File: config.mk
export PLATFORM = sky130hd
export DESIGN_NAME = http_request_byte_parser_top
export DESIGN_NICKNAME = d
export VERILOG_FILES = /design/src/design/hrbp_pkg.sv /design/src/design/http_request_byte_parser_top.sv
export SDC_FILE = /design/constraint.sdc
export NUM_CORES = 1
export LEC_CHECK = 0
export ABC_CLOCK_PERIOD_IN_PS = 14800
export BUFFER_PORTS_ARGS = -buffer_cell sky130_fd_sc_hd__buf_2
export CAP_MARGIN = 20
export CORE_UTILIZATION = 30
export DETAILED_ROUTE_END_ITERATION = 16
export GPL_TIMING_DRIVEN = 0
export PLACE_DENSITY_LB_ADDON = 0.2
export SYNTH_ARGS = -nofsm -noshare
export SYNTH_HDL_FRONTEND = slang
export SYNTH_SLANG_ARGS = --single-unit
File: constraint.sdc
create_clock -name clk -period 14.8 [get_ports clk]
set_input_delay 0.74 -clock clk [delete_from_list [all_inputs] [get_ports clk]]
set_output_delay 0.74 -clock clk [all_outputs]
set_load 0.005 [all_outputs]
File: src/design/hrbp_pkg.sv
// Package for the HTTP request byte parser: payload structs of both channels,
// the output code points and the configuration register indexes and reset values. No dependencies.

package hrbp_pkg;

    typedef struct packed {
        logic [7:0] byte_in;
        logic       chunk_last;
    } req_t;

    typedef struct packed {
        logic [2:0]  kind;
        logic [7:0]  data_out;
        logic [1:0]  status;
        logic [2:0]  error_code;
        logic [2:0]  method_code;
        logic        version_is_10;
        logic [6:0]  header_total;
        logic [31:0] body_length;
        logic        h2_preface;
    } rsp_t;

    // Result kinds
    localparam logic [2:0] KIND_NONE    = 3'd0;
    localparam logic [2:0] KIND_PATH    = 3'd1;
    localparam logic [2:0] KIND_HNAME   = 3'd2;
    localparam logic [2:0] KIND_HVALUE  = 3'd3;
    localparam logic [2:0] KIND_BODY    = 3'd4;
    localparam logic [2:0] KIND_HDR_END = 3'd5;

    // Request status
    localparam logic [1:0] STAT_INCOMPLETE = 2'd0;
    localparam logic [1:0] STAT_COMPLETE   = 2'd1;
    localparam logic [1:0] STAT_ERROR      = 2'd2;

    // Error codes
    localparam logic [2:0] ERR_NONE     = 3'd0;
    localparam logic [2:0] ERR_METHOD   = 3'd1;
    localparam logic [2:0] ERR_NO_PATH  = 3'd2;
    localparam logic [2:0] ERR_TOO_LONG = 3'd3;
    localparam logic [2:0] ERR_NO_COLON = 3'd4;
    localparam logic [2:0] ERR_H2       = 3'd5;

    // Method codes
    localparam logic [2:0] METH_NONE    = 3'd0;
    localparam logic [2:0] METH_GET     = 3'd1;
    localparam logic [2:0] METH_POST    = 3'd2;
    localparam logic [2:0] METH_PUT     = 3'd3;
    localparam logic [2:0] METH_DELETE  = 3'd4;
    localparam logic [2:0] METH_HEAD    = 3'd5;
    localparam logic [2:0] METH_OPTIONS = 3'd6;

    // Register indexes on the configuration port
    localparam logic REG_MAX_LINE_LENGTH = 1'b0;
    localparam logic REG_MAX_HEADERS     = 1'b1;

    localparam logic [15:0] MAX_LINE_LENGTH_RST = 16'd8192;
    localparam logic [6:0]  MAX_HEADERS_RST     = 7'd32;

endpackage

File: src/design/http_request_byte_parser_top.sv
// A byte is taken into the input register and parsed from there; its result is
// written to the result register when that register is free to take it.
// One byte per cycle unless a low rsp_ready holds the result register; the per-byte
// state update is a single pass of compares, a token byte insert and one decimal multiply-accumulate.
// Reset (rst_n, asynchronous, active low) empties both stages, restarts the
// request parse and loads max_line_length 8192 and max_headers 32.

// Top level of the HTTP request byte parser: input register, per-byte parse
// logic, result register and APB register file. Depends on hrbp_pkg.

module http_request_byte_parser_top (
    input  logic               clk,
    input  logic               rst_n,
    input  logic               req_valid,
    output logic               req_ready,
    input  hrbp_pkg::req_t     req_data,
    output logic               rsp_valid,
    input  logic               rsp_ready,
    output hrbp_pkg::rsp_t     rsp_data,
    input  logic               psel,
    input  logic               penable,
    input  logic               pwrite,
    input  logic [2:0]         paddr,
    input  logic [31:0]        pwdata,
    output logic [31:0]        prdata,
    output logic               pready
);

    typedef enum logic [8:0] {
        PH_METHOD  = 9'b000000001,
        PH_PATH    = 9'b000000010,
        PH_VERSION = 9'b000000100,
        PH_HNAME   = 9'b000001000,
        PH_HVALUE  = 9'b000010000,
        PH_BODY    = 9'b000100000,
        PH_DONE    = 9'b001000000,
        PH_ERROR   = 9'b010000000,
        PH_PREFACE = 9'b100000000
    } phase_t;

    typedef struct packed {
        phase_t      phase;
        logic [15:0] line_count;
        logic [63:0] token_chars;
        logic [3:0]  token_len;
        logic [4:0]  name_match;
        logic        pending_cr;
        logic [3:0]  preface_count;
        logic [2:0]  method_code;
        logic        version;
        logic [6:0]  header_counter;
        logic        skip_header;
        logic [31:0] length;
        logic [31:0] body_count;
        logic [2:0]  err_code;
    } pstate_t;

    typedef struct packed {
        pstate_t    st;
        logic [2:0] kind;
        logic [7:0] data;
    } step_t;

    // Tokens packed first byte in the low byte
    localparam logic [63:0] TOK_GET     = 64'h0000_0000_0054_4547;
    localparam logic [63:0] TOK_POST    = 64'h0000_0000_5453_4F50;
    localparam logic [63:0] TOK_PUT     = 64'h0000_0000_0054_5550;
    localparam logic [63:0] TOK_DELETE  = 64'h0000_4554_454C_4544;
    localparam logic [63:0] TOK_HEAD    = 64'h0000_0000_4441_4548;
    localparam logic [63:0] TOK_OPTIONS = 64'h0053_4E4F_4954_504F;
    localparam logic [63:0] TOK_PRI     = 64'h0000_0000_0049_5250;
    localparam logic [63:0] TOK_HTTP10  = 64'h302E_312F_5054_5448;

    localparam logic [4:0] NM_FULL   = 5'd14;
    localparam logic [4:0] NM_DIGITS = 5'd16;
    localparam logic [4:0] NM_OTHER  = 5'd31;

    localparam logic [3:0] PREFACE_START = 4'd4;
    localparam logic [3:0] PREFACE_END   = 4'd15;

    localparam logic [7:0] CH_CR    = 8'h0D;
    localparam logic [7:0] CH_LF    = 8'h0A;
    localparam logic [7:0] CH_SPACE = 8'h20;
    localparam logic [7:0] CH_COLON = 8'h3A;

    function automatic logic [7:0] preface_char(input logic [3:0] idx);
        logic [7:0] ch;
        case (idx)
            4'd0:    ch = "P";
            4'd1:    ch = "R";
            4'd2:    ch = "I";
            4'd3:    ch = " ";
            4'd4:    ch = "*";
            4'd5:    ch = " ";
            4'd6:    ch = "H";
            4'd7:    ch = "T";
            4'd8:    ch = "T";
            4'd9:    ch = "P";
            4'd10:   ch = "/";
            4'd11:   ch = "2";
            4'd12:   ch = ".";
            4'd13:   ch = "0";
            4'd14:   ch = CH_CR;
            default: ch = 8'h00;
        endcase
        return ch;
    endfunction

    function automatic logic [7:0] cl_char(input logic [3:0] idx);
        logic [7:0] ch;
        case (idx)
            4'd0:    ch = "c";
            4'd1:    ch = "o";
            4'd2:    ch = "n";
            4'd3:    ch = "t";
            4'd4:    ch = "e";
            4'd5:    ch = "n";
            4'd6:    ch = "t";
            4'd7:    ch = "-";
            4'd8:    ch = "l";
            4'd9:    ch = "e";
            4'd10:   ch = "n";
            4'd11:   ch = "g";
            4'd12:   ch = "t";
            4'd13:   ch = "h";
            default: ch = 8'h00;
        endcase
        return ch;
    endfunction

    function automatic pstate_t start_req();
        pstate_t s;
        s.phase          = PH_METHOD;
        s.line_count     = '0;
        s.token_chars    = '0;
        s.token_len      = '0;
        s.name_match     = '0;
        s.pending_cr     = 1'b0;
        s.preface_count  = '0;
        s.method_code    = hrbp_pkg::METH_NONE;
        s.version        = 1'b0;
        s.header_counter = '0;
        s.skip_header    = 1'b0;
        s.length         = '0;
        s.body_count     = '0;
        s.err_code       = hrbp_pkg::ERR_NONE;
        return s;
    endfunction

    function automatic pstate_t tok_add(input pstate_t s, input logic [7:0] c);
        pstate_t r;
        r = s;
        for (int i = 0; i < 8; i++)
        begin
            if (s.token_len == 4'(i))
            begin
                r.token_chars[8*i +: 8] = s.token_chars[8*i +: 8] | c;
            end
        end
        if (s.token_len != 4'd15)
        begin
            r.token_len = s.token_len + 4'd1;
        end
        return r;
    endfunction

    function automatic logic tok_is(input pstate_t s, input logic [63:0] val,
                                    input logic [3:0] n);
        return (s.token_len == n) && (s.token_chars == val);
    endfunction

    function automatic pstate_t start_hdr(input pstate_t s, input logic [6:0] max_hdr);
        pstate_t r;
        r = s;
        r.phase       = PH_HNAME;
        r.line_count  = '0;
        r.token_len   = '0;
        r.name_match  = '0;
        r.skip_header = (s.header_counter >= max_hdr);
        return r;
    endfunction

    // One byte of line content
    function automatic step_t do_content(input pstate_t s, input logic [7:0] ch,
                                         input logic [15:0] lim);
        step_t       r;
        logic [7:0]  c;
        logic [35:0] acc;
        r.st   = s;
        r.kind = hrbp_pkg::KIND_NONE;
        r.data = 8'h00;
        c      = ch;
        acc    = '0;
        if ({1'b0, s.line_count} + 17'd1 >= {1'b0, lim})
        begin
            r.st.phase    = PH_ERROR;
            r.st.err_code = hrbp_pkg::ERR_TOO_LONG;
        end
        else
        begin
            r.st.line_count = s.line_count + 16'd1;
            case (s.phase)
                PH_METHOD:
                begin
                    if (c != CH_SPACE)
                    begin
                        r.st = tok_add(r.st, c);
                    end
                    else if (tok_is(s, TOK_PRI, 4'd3))
                    begin
                        r.st.phase         = PH_PREFACE;
                        r.st.preface_count = PREFACE_START;
                    end
                    else
                    begin
                        r.st.phase = PH_PATH;
                        if (tok_is(s, TOK_GET, 4'd3))
                            r.st.method_code = hrbp_pkg::METH_GET;
                        else if (tok_is(s, TOK_POST, 4'd4))
                            r.st.method_code = hrbp_pkg::METH_POST;
                        else if (tok_is(s, TOK_PUT, 4'd3))
                            r.st.method_code = hrbp_pkg::METH_PUT;
                        else if (tok_is(s, TOK_DELETE, 4'd6))
                            r.st.method_code = hrbp_pkg::METH_DELETE;
                        else if (tok_is(s, TOK_HEAD, 4'd4))
                            r.st.method_code = hrbp_pkg::METH_HEAD;
                        else if (tok_is(s, TOK_OPTIONS, 4'd7))
                            r.st.method_code = hrbp_pkg::METH_OPTIONS;
                        else
                        begin
                            r.st.phase    = PH_ERROR;
                            r.st.err_code = hrbp_pkg::ERR_METHOD;
                        end
                    end
                end
                PH_PATH:
                begin
                    if (c == CH_SPACE)
                    begin
                        r.st.phase       = PH_VERSION;
                        r.st.token_chars = '0;
                        r.st.token_len   = '0;
                    end
                    else
                    begin
                        r.kind = hrbp_pkg::KIND_PATH;
                        r.data = c;
                    end
                end
                PH_VERSION:
                begin
                    r.st = tok_add(r.st, c);
                end
                PH_HNAME:
                begin
                    if (c == CH_COLON)
                    begin
                        r.st.phase     = PH_HVALUE;
                        r.st.token_len = '0;
                        r.st.name_match = NM_OTHER;
                        if (!s.skip_header)
                        begin
                            r.st.header_counter = s.header_counter + 7'd1;
                            if (s.name_match == NM_FULL)
                            begin
                                r.st.length     = '0;
                                r.st.name_match = NM_DIGITS;
                            end
                        end
                    end
                    else
                    begin
                        if (c inside {["A":"Z"]})
                        begin
                            c = c + 8'd32;
                        end
                        if (s.name_match < NM_FULL && c == cl_char(s.name_match[3:0]))
                            r.st.name_match = s.name_match + 5'd1;
                        else
                            r.st.name_match = NM_OTHER;
                        if (!s.skip_header)
                        begin
                            r.kind = hrbp_pkg::KIND_HNAME;
                            r.data = c;
                        end
                    end
                end
                PH_HVALUE:
                begin
                    // Drop leading spaces of the value
                    if (!(s.token_len == 4'd0 && c == CH_SPACE))
                    begin
                        r.st.token_len = 4'd1;
                        if (!s.skip_header)
                        begin
                            r.kind = hrbp_pkg::KIND_HVALUE;
                            r.data = c;
                            if (s.name_match == NM_DIGITS)
                            begin
                                if (c inside {["0":"9"]})
                                begin
                                    acc = ({4'b0, s.length} << 3) + ({4'b0, s.length} << 1)
                                        + 36'(c - 8'h30);
                                    r.st.length = (acc[35:32] != 4'd0) ? 32'hFFFF_FFFF
                                                                       : acc[31:0];
                                end
                                else
                                begin
                                    r.st.name_match = NM_OTHER;
                                end
                            end
                        end
                    end
                end
                default:
                begin
                    r.st = r.st;
                end
            endcase
        end
        return r;
    endfunction

    // CR LF seen
    function automatic step_t do_line_end(input pstate_t s, input logic [15:0] lim,
                                          input logic [6:0] max_hdr);
        step_t r;
        r.st   = s;
        r.kind = hrbp_pkg::KIND_NONE;
        r.data = 8'h00;
        if (s.line_count >= lim)
        begin
            r.st.phase    = PH_ERROR;
            r.st.err_code = hrbp_pkg::ERR_TOO_LONG;
        end
        else
        begin
            case (s.phase)
                PH_METHOD:
                begin
                    r.st.phase    = PH_ERROR;
                    r.st.err_code = hrbp_pkg::ERR_METHOD;
                end
                PH_PATH:
                begin
                    r.st.phase    = PH_ERROR;
                    r.st.err_code = hrbp_pkg::ERR_NO_PATH;
                end
                PH_VERSION:
                begin
                    r.st         = start_hdr(s, max_hdr);
                    r.st.version = tok_is(s, TOK_HTTP10, 4'd8);
                end
                PH_HNAME:
                begin
                    if (s.line_count != 16'd0)
                    begin
                        r.st.phase    = PH_ERROR;
                        r.st.err_code = hrbp_pkg::ERR_NO_COLON;
                    end
                    else
                    begin
                        r.kind     = hrbp_pkg::KIND_HDR_END;
                        r.st.phase = (s.length != 32'd0) ? PH_BODY : PH_DONE;
                    end
                end
                PH_HVALUE:
                begin
                    r.st = start_hdr(s, max_hdr);
                end
                default:
                begin
                    r.st = s;
                end
            endcase
        end
        return r;
    endfunction

    // Configuration registers
    logic [15:0] max_line_length_reg;
    logic [6:0]  max_headers_reg;
    logic        cfg_write;
    logic [15:0] line_limit;

    // Pipeline registers
    logic           s1_valid_reg;
    hrbp_pkg::req_t s1_data_reg;
    logic           rsp_valid_reg;
    hrbp_pkg::rsp_t rsp_data_reg;
    logic           advance;

    // Parse state
    pstate_t state_reg;
    pstate_t state_next;
    logic    drop_rest_reg;
    logic    drop_rest_next;
    hrbp_pkg::rsp_t rsp_next;

    // Scratch for the per-byte pass
    step_t      sr;
    logic [7:0] b;
    logic       last;
    logic       go;
    logic       held;
    logic [2:0] kind_w;
    logic [7:0] data_w;

    assign pready    = 1'b1;
    assign cfg_write = psel && penable && pwrite && pready;
    assign prdata    = (paddr[2] == hrbp_pkg::REG_MAX_HEADERS) ? {25'd0, max_headers_reg}
                                                                : {16'd0, max_line_length_reg};
    assign line_limit = (max_line_length_reg != 16'd0) ? max_line_length_reg - 16'd1 : 16'd0;

    always_ff @(posedge clk or negedge rst_n)
    begin
        if (!rst_n)
        begin
            max_line_length_reg <= hrbp_pkg::MAX_LINE_LENGTH_RST;
            max_headers_reg     <= hrbp_pkg::MAX_HEADERS_RST;
        end
        else if (cfg_write)
        begin
            if (paddr[2] == hrbp_pkg::REG_MAX_HEADERS)
                max_headers_reg <= pwdata[6:0];
            else
                max_line_length_reg <= pwdata[15:0];
        end
    end

    assign advance   = s1_valid_reg && (!rsp_valid_reg || rsp_ready);
    assign req_ready = !s1_valid_reg || advance;
    assign rsp_valid = rsp_valid_reg;
    assign rsp_data  = rsp_data_reg;

    always_comb
    begin
        b          = s1_data_reg.byte_in;
        last       = s1_data_reg.chunk_last;
        state_next = state_reg;
        drop_rest_next = drop_rest_reg;
        kind_w     = hrbp_pkg::KIND_NONE;
        data_w     = 8'h00;
        held       = 1'b0;
        go         = 1'b1;
        sr         = '0;

        // After completion or error, drop the rest of the buffer, then start a new request
        if (state_next.phase == PH_DONE || state_next.phase == PH_ERROR)
        begin
            if (drop_rest_reg)
            begin
                held = 1'b1;
                if (last)
                    drop_rest_next = 1'b0;
            end
            else
            begin
                state_next = start_req();
            end
        end

        if (!held)
        begin
            if (state_next.phase == PH_PREFACE)
            begin
                if (state_next.preface_count != PREFACE_END
                    && b == preface_char(state_next.preface_count))
                begin
                    state_next.preface_count = state_next.preface_count + 4'd1;
                    if (state_next.preface_count == PREFACE_END)
                    begin
                        state_next.phase    = PH_ERROR;
                        state_next.err_code = hrbp_pkg::ERR_H2;
                    end
                end
                else
                begin
                    state_next.phase    = PH_ERROR;
                    state_next.err_code = hrbp_pkg::ERR_METHOD;
                end
            end
            else if (state_next.phase == PH_BODY)
            begin
                kind_w = hrbp_pkg::KIND_BODY;
                data_w = b;
                state_next.body_count = state_next.body_count + 32'd1;
                if (state_next.body_count >= state_next.length)
                    state_next.phase = PH_DONE;
            end
            else if (state_next.phase inside {PH_METHOD, PH_PATH, PH_VERSION,
                                              PH_HNAME, PH_HVALUE})
            begin
                if (state_next.pending_cr)
                begin
                    state_next.pending_cr = 1'b0;
                    if (b == CH_LF)
                    begin
                        sr         = do_line_end(state_next, line_limit, max_headers_reg);
                        state_next = sr.st;
                        kind_w     = sr.kind;
                        go         = 1'b0;
                    end
                    else
                    begin
                        // Lone CR is content but never forwarded
                        sr         = do_content(state_next, CH_CR, line_limit);
                        state_next = sr.st;
                        if (!(state_next.phase inside {PH_METHOD, PH_PATH, PH_VERSION,
                                                       PH_HNAME, PH_HVALUE}))
                            go = 1'b0;
                    end
                end
                if (go)
                begin
                    if (b == CH_CR)
                    begin
                        state_next.pending_cr = 1'b1;
                    end
                    else
                    begin
                        sr         = do_content(state_next, b, line_limit);
                        state_next = sr.st;
                        kind_w     = sr.kind;
                        data_w     = sr.data;
                    end
                end
            end

            if (state_next.phase == PH_DONE || state_next.phase == PH_ERROR)
                drop_rest_next = !last;
        end

        rsp_next.kind          = kind_w;
        rsp_next.data_out      = data_w;
        rsp_next.status        = (state_next.phase == PH_DONE)  ? hrbp_pkg::STAT_COMPLETE :
                                 (state_next.phase == PH_ERROR) ? hrbp_pkg::STAT_ERROR :
                                                                  hrbp_pkg::STAT_INCOMPLETE;
        rsp_next.error_code    = state_next.err_code;
        rsp_next.method_code   = state_next.method_code;
        rsp_next.version_is_10 = state_next.version;
        rsp_next.header_total  = state_next.header_counter;
        rsp_next.body_length   = state_next.length;
        rsp_next.h2_preface    = (state_next.preface_count == PREFACE_END);
    end

    // Input register
    always_ff @(posedge clk or negedge rst_n)
    begin
        if (!rst_n)
        begin
            s1_valid_reg <= 1'b0;
        end
        else if (req_valid && req_ready)
        begin
            s1_valid_reg <= 1'b1;
        end
        else if (advance)
        begin
            s1_valid_reg <= 1'b0;
        end
    end

    always_ff @(posedge clk)
    begin
        if (req_valid && req_ready)
        begin
            s1_data_reg <= req_data;
        end
    end

    // Parse state and result register
    always_ff @(posedge clk or negedge rst_n)
    begin
        if (!rst_n)
        begin
            state_reg     <= start_req();
            drop_rest_reg <= 1'b0;
            rsp_valid_reg <= 1'b0;
        end
        else if (advance)
        begin
            state_reg     <= state_next;
            drop_rest_reg <= drop_rest_next;
            rsp_valid_reg <= 1'b1;
        end
        else if (rsp_ready)
        begin
            rsp_valid_reg <= 1'b0;
        end
    end

    always_ff @(posedge clk)
    begin
        if (advance)
        begin
            rsp_data_reg <= rsp_next;
        end
    end

`ifndef NO_ASSERTIONS
    // A byte processed in the body phase always comes out as a body transfer
    assert property (@(posedge clk) disable iff (!rst_n)
        advance && state_reg.phase == PH_BODY |=> rsp_data_reg.kind == hrbp_pkg::KIND_BODY)
    else $error("body byte not forwarded as body transfer");

    // An error status always carries a nonzero error code
    assert property (@(posedge clk) disable iff (!rst_n)
        rsp_valid_reg && rsp_data_reg.status == hrbp_pkg::STAT_ERROR
            |-> rsp_data_reg.error_code != hrbp_pkg::ERR_NONE)
    else $error("error status without error code");

    // A waiting input byte is kept until the result stage takes it
    assert property (@(posedge clk) disable iff (!rst_n)
        s1_valid_reg && !advance |=> s1_valid_reg && $stable(s1_data_reg))
    else $error("input stage lost a byte");

    // The line length limit stops the count below its wrap point
    assert property (@(posedge clk) disable iff (!rst_n)
        state_reg.line_count != 16'hFFFF)
    else $error("line count overflow");
`endif

endmodule
# ---- Word level (Yosys, flattened, before mapping)
# Memory sizes are Yosys's and may differ from the RTL's.
# Index checks and enable logic that the tools add are counted.
dict set report classes {
  n_addsub 16
  n_lt_le_gt_ge 11
  n_eq_ne 62
  muxes 242
  bitwise 10
  n_reduce_logical 42
}
# operator count
set op_table {}
lappend op_table {{$mux W182} 11}
lappend op_table {{$mux W90} 9}
lappend op_table {{$mux W68} 9}
lappend op_table {{$mux W73} 8}
lappend op_table {{$mux W170} 3}
lappend op_table {{$mux W8} 43}
lappend op_table {{$pmux W170 S2} 1}
lappend op_table {{$mux W9} 35}
lappend op_table {{$mux W32} 9}
lappend op_table {{$mux W35} 8}
lappend op_table {{$eq A64 B23 Y1 const B} 3}
lappend op_table {{$pmux W64 S3} 1}
lappend op_table {{$mux W138} 1}
lappend op_table {{$eq A64 B31 Y1 const B} 2}
lappend op_table {{$mux W98} 1}
lappend op_table {{$mux W3} 32}
lappend op_table {{$pmux W32 S3} 1}
lappend op_table {{$mux W83} 1}
lappend op_table {{$mux W76} 1}
lappend op_table {{$mux W74} 1}
lappend op_table {{$eq A64 B47 Y1 const B} 1}
lappend op_table {{$eq A64 B55 Y1 const B} 1}
lappend op_table {{$eq A64 B62 Y1 const B} 1}
lappend op_table {{$mux W4} 16}
lappend op_table {{other kinds (71)} 184}
dict set report totals {
  register_bits 277
  romBits 336
  input_bits 51
  output_inout_bits 95
  wordCells 417
  mem_count 3
}
# name depth width read_ports rd_clocked_by_memory_dff wr line
set memory_table {}
lappend memory_table {{(no name shown)} 16 7 1 0 0 http_request_byte_parser_top.sv:88} ;# case (idx)
lappend memory_table {{(no name shown)} 16 7 1 0 0 http_request_byte_parser_top.sv:111} ;# case (idx)
lappend memory_table {{(no name shown)} 16 7 1 0 0 http_request_byte_parser_top.sv:111}

# ---- Longest topological paths before layout
dict set report logic_depth {
  depth_word 52
  mapped_depth 54
  depth_no_buf 39
}

# ---- Least setup slack after synthesis
# OpenSTA, ideal clock, no wires.
dict set report synth_path {
  path_kind {reg2reg}
  startpoint {register state_reg[180] (netlist bit)}
  endpoint {register rsp_data_reg (netlist bit rsp_data[13]), data pin}
  setup_ns 0.265
  arrival_time_ns 10.356
  path_slack_ns 4.179
  stages_incl_launch_ff 50
  synth_period_minus_slack_ns 10.621
  path_cell_list {dfrtp_1 > xnor2_1 > or4_1 > buf_2 > buf_6 > buf_2 > buf_6 > clkbuf_1 > clkbuf_1 > clkbuf_1 > buf_1 > clkbuf_1 > clkbuf_1 > and2_1 > ha_1 > nand4_1 > nor4_1 > and3_1 > (+14 left out) > o21ai_0 > nor4_4 > nand2_1 > xor2_1 > ha_1 > a21oi_1 > nor2b_1 > o21ai_0 > o21ai_0 > a2111oi_0 > a21oi_1 > or3_1 > a31oi_4 > nand3_1 > nor3_2 > buf_2 > buf_2 > o32ai_1}
}
# item line
set synth_lines {}
lappend synth_lines {{start: declaration} http_request_byte_parser_top.sv:394} ;# pstate_t state_reg;
lappend synth_lines {{start signal: assignment} http_request_byte_parser_top.sv:577} ;# state_reg <= start_req();
lappend synth_lines {{start signal: assignment} http_request_byte_parser_top.sv:583} ;# state_reg <= state_next;
lappend synth_lines {{end signal: assignment} http_request_byte_parser_top.sv:597} ;# rsp_data_reg <= rsp_next;
lappend synth_lines {{end: declaration} http_request_byte_parser_top.sv:390} ;# hrbp_pkg::rsp_t rsp_data_reg;

# ---- Final worst setup path
dict set report layout_path {
  startpoint {register state_reg[173] (netlist bit)}
  endpoint {register state_reg[119] (netlist bit)}
}
dict set report layout_via {
  elab_chain_len 32
  elab_cells_between_ends 97
}
# item line
set layout_rtl {}
lappend layout_rtl {{branches (longest 31 deep; another with $add A16 B1 Y17)} n/a}
lappend layout_rtl {{$mux W182 (*)} http_request_byte_parser_top.sv:463} ;# if (!held)
# Every way passes the cells marked *. The select of a mux whose other input is x is not followed.
# A chain may end at the register's enable or synchronous reset.

==> impl_metrics.toml <==
[run_status]
status = "finished, final reports clean"

[critical_path]
worstSetupEndpointType = "flop"
reg2reg_setup_slack_ns = 0.35
worstPathMaxFanout = 28
critPathMostFrequentCell = "ha_1"
cp_slowest_cell = "nor3_1"
crit_required_ns = 15.29
worstSetupPathType = "flop to flop"
r2r.worst_path.cells = 48
crit_path_max_incr_delay_ns = 0.67
reg2reg_to = "state_reg[119]$_DFFE_PN0P_"
r2r-start = "state_reg[173]$_DFFE_PN1P_"
crit_path_start_kind = "flop"
arrival_ns = 14.94

[grt]
grt_usage_pct = 23.8
gr-total-overflow = 0
antenna_found_initial = 3
grt_pass1_vias = 21804
grt_max_degree = 81
grt_pass1_wl_um = 141000

[placed_design]
dp_hpwl_um = 72700
gp_routability_congestion = 0.966
post-place-ws_ns = -3.31
dpl-instance-area_um2 = 25400
dp.cells = 3975
port_buffers = 109

[pwr]
leakage_uw = 0.0118
pwr-share-comb_pct = 46.1
ir_worst_vdd_mv = 0.0707
powerDensity_nw_per_um2 = 132
clockPowerShare_pct = 27.4
p_int_uw = 1940
power.net_switching_uw = 1590
p_seq_share_pct = 26.5
total_power_uw = 3530
switching_share_pct = 45.1

[cells_and_area]
syn2layout_area_growth_pct = 15.0
final_core_util_pct = 35.1
layout_commonest_cell = "nand2_1"
drive_above_1_share_pct = 11.7
layout_common_cells = "415 x nand2_1, 234 x nor2_1, 205 x dfrtp_1, 180 x o21ai_0, 158 x ha_1"
ff_latch_area_um2 = 7280
fillerInstances = 8176
multi_input_area_um2 = 15000
final_cells = 4046
largest_register_ffs = 182
final_area_um2 = 26800
insertedDiodeCount = 0
final_nets = 3226

[drt]
vias = 22776
drc_errors = 0
drtAntennaViolNets = 0
drt_iter0_markers = 2255
viasPerCell = 5.63
dr.pass1.iters = 6
wire_per_inst_um = 23.4
wl_um = 94800

[yosys]
synth_edf_count = 69
synth_seq_area_share_pct = 31.3
synth_warnings = 0
syn_area_um2 = 23300
synth_ff_type = "dfrtp_1"
netlist_instances = 2806
synth.distinct_cells = 110
synthArstFlopShare_pct = 75.1
syn_area_per_cell_um2 = 8.30
ys_seq_elements = 277

[timing]
hold_violations = 0
clock.fmax_mhz = 69.2
min_period_ns = 14.45
setup_viol = 0
period_share_pct = 97.7
fin_ws_ns = 0.348
tightest_slew_ns = 1.24
max-slew-margin-rel_pct = 17.4
drv_slew = 0
rsz0062_at_grt = "false"
finClkSkew_ns = 0.0191

[cts]
hold_buffers = 0
cts_made_buffers = 38
tritoncts = "done"
cts_root_buf = "clkbuf_16"
clk_latency_ns = 0.58
htree_levels = 2
cts_buffer_depth = 3
cts_sinks = 277
cts.clk_slew.worst_paths_ns = 0.05

[floorplan]
rows = 101
die_area_um2 = 78700
start_util_pct = 30.5
core_um2 = 76300
dieWidth_um = 281
ios = 146
fp.dieH_um = 281

[run]
timing.max_cap.violations = 0

[worst_hold_path]
hp-class = "input pin to async pin"
-- cell usage after synthesis, types with 11 or more instances --
library cell	number	share of area, %
nor3_1	88	1.9
a21o_1	48	1.5
and2_1	29	0.78
nand4b_1	11	0.41
dfrtp_1	205	22
edfxtp_1	69	8.9
a21oi_1	148	3.2
buf_2	17	0.37
o21a_1	22	0.71
o31ai_1	29	0.94
nand3_1	87	1.9
nor4_1	32	0.86
buf_4	24	0.77
o41ai_1	15	0.56
mux2i_1	13	0.56
o21ai_0	180	3.9
a22oi_1	15	0.48
nand4_1	63	1.7
inv_1	94	1.5
fa_1	31	2.7
ha_1	158	8.5
nand2_1	415	6.7
and3_1	37	0.99
o22ai_1	36	0.97
or3_1	29	0.78
or4_1	16	0.52
nand2b_1	25	0.67
or2_2	12	0.32
xnor2_1	90	3.4
mux2_2	36	1.7
nor2b_1	25	0.67
nor2_1	234	3.8
a31oi_1	29	0.78
a22o_1	20	0.75
clkbuf_1	103	1.7
xor2_1	57	2.1
and4_1	12	0.45
o21ai_1	30	0.64
-- worst max-delay path by stage --
stage / from / depth (start not counted) / end / slack [ns]
floorplan: state_reg[180]$_DFFE_PN0P_ / 49 / rsp_data[13]$_DFFE_PP_ / 4.18
global placement: state_reg[180]$_DFFE_PN0P_ / 48 / rsp_data[42]$_DFFE_PP_ / -3.44
detailed placement: state_reg[180]$_DFFE_PN0P_ / 48 / rsp_data[13]$_DFFE_PP_ / -3.31
CTS: state_reg[173]$_DFFE_PN1P_ / 48 / rsp_data[13]$_DFFE_PP_ / 0.12
global route: state_reg[173]$_DFFE_PN1P_ / 47 / rsp_data[42]$_DFFE_PP_ / 0.02
finish: state_reg[173]$_DFFE_PN1P_ / 48 / state_reg[119]$_DFFE_PN0P_ / 0.35
-- worst max-delay path, delay by kind of cell (launching register included) --
| kind | cells | cell delay [ns] |
|---|---|---|
| mux | 1 | 0.23 |
| simple gates | 20 | 5.61 |
| fa+ha+maj | 4 | 1.20 |
| flops | 1 | 0.52 |
| buf+inv | 12 | 3.85 |
| compound gates | 9 | 2.42 |
| xor+xnor | 2 | 0.52 |
-- stage by stage --
stage	TNS, ns	hold WS [ns]
after CTS	0	0.131
after global routing	0	0.154
after detailed placement	-559.17	0.462
final	0	0.115
after global placement	-579.25	0.463
after floorplan	0	0.435
-- timing repair --
action / in CTS / in global routing
cloned: 0 / 0
pin swaps: 0 / 1
setup endpoints to repair: 205 / 142
setup buffers: 0 / 2
resized for setup: 16 / 4
-- area by class of cell --
class	count	share of cell area, %
flip-flops and latches	277	27.2
well taps	1030	4.82
clock buffers	58	4.21
inverters	95	1.33
plain buffers	159	2.95
multi-input cells	2287	55.9
repair buffers	128	2.98
clock inverters	12	0.566
-- routing by layer --
layer | GRT usage, % | share of wire, % | wire length, um | vias up
met5 | 0 | 0.014 | 13 | -
met4 | 8.45 | 3.5 | 3320 | 2
met3 | 5.26 | 8.7 | 8250 | 159
met2 | 35.9 | 43 | 41000 | 961
met1 | 33.2 | 45 | 42200 | 11080
li1 | - | - | - | 10574
-- kinds of logic (layout without fill, tap and decap cells) --
kind of cell | count (synthesis) | after routing | synth area share (%)
AOI/OAI and AO/OA | 707 | 707 | 19.9
xor gates and xnor gates | 147 | 147 | 5.53
adders and majority gates | 189 | 189 | 11.2
buffers and inverters | 257 | 452 | 4.89
DFF | 277 | 277 | 31.3
muxes | 49 | 49 | 2.30
other | 2 | 17 | 0.0323
and+or+nand+nor | 1178 | 1178 | 24.9
-- power groups by stage --
stage	Sequential (uW)	Clock, uW	Combinational (uW)
6_report	937	967	1630
5_1_grt	946	1020	1750
4_1_cts	935	992	1580
3_5_place_dp	947	0	1560
3_3_place_gp	950	0	1550
2_1_floorplan	924	0	994
Power figures use the tool's default switching activity.
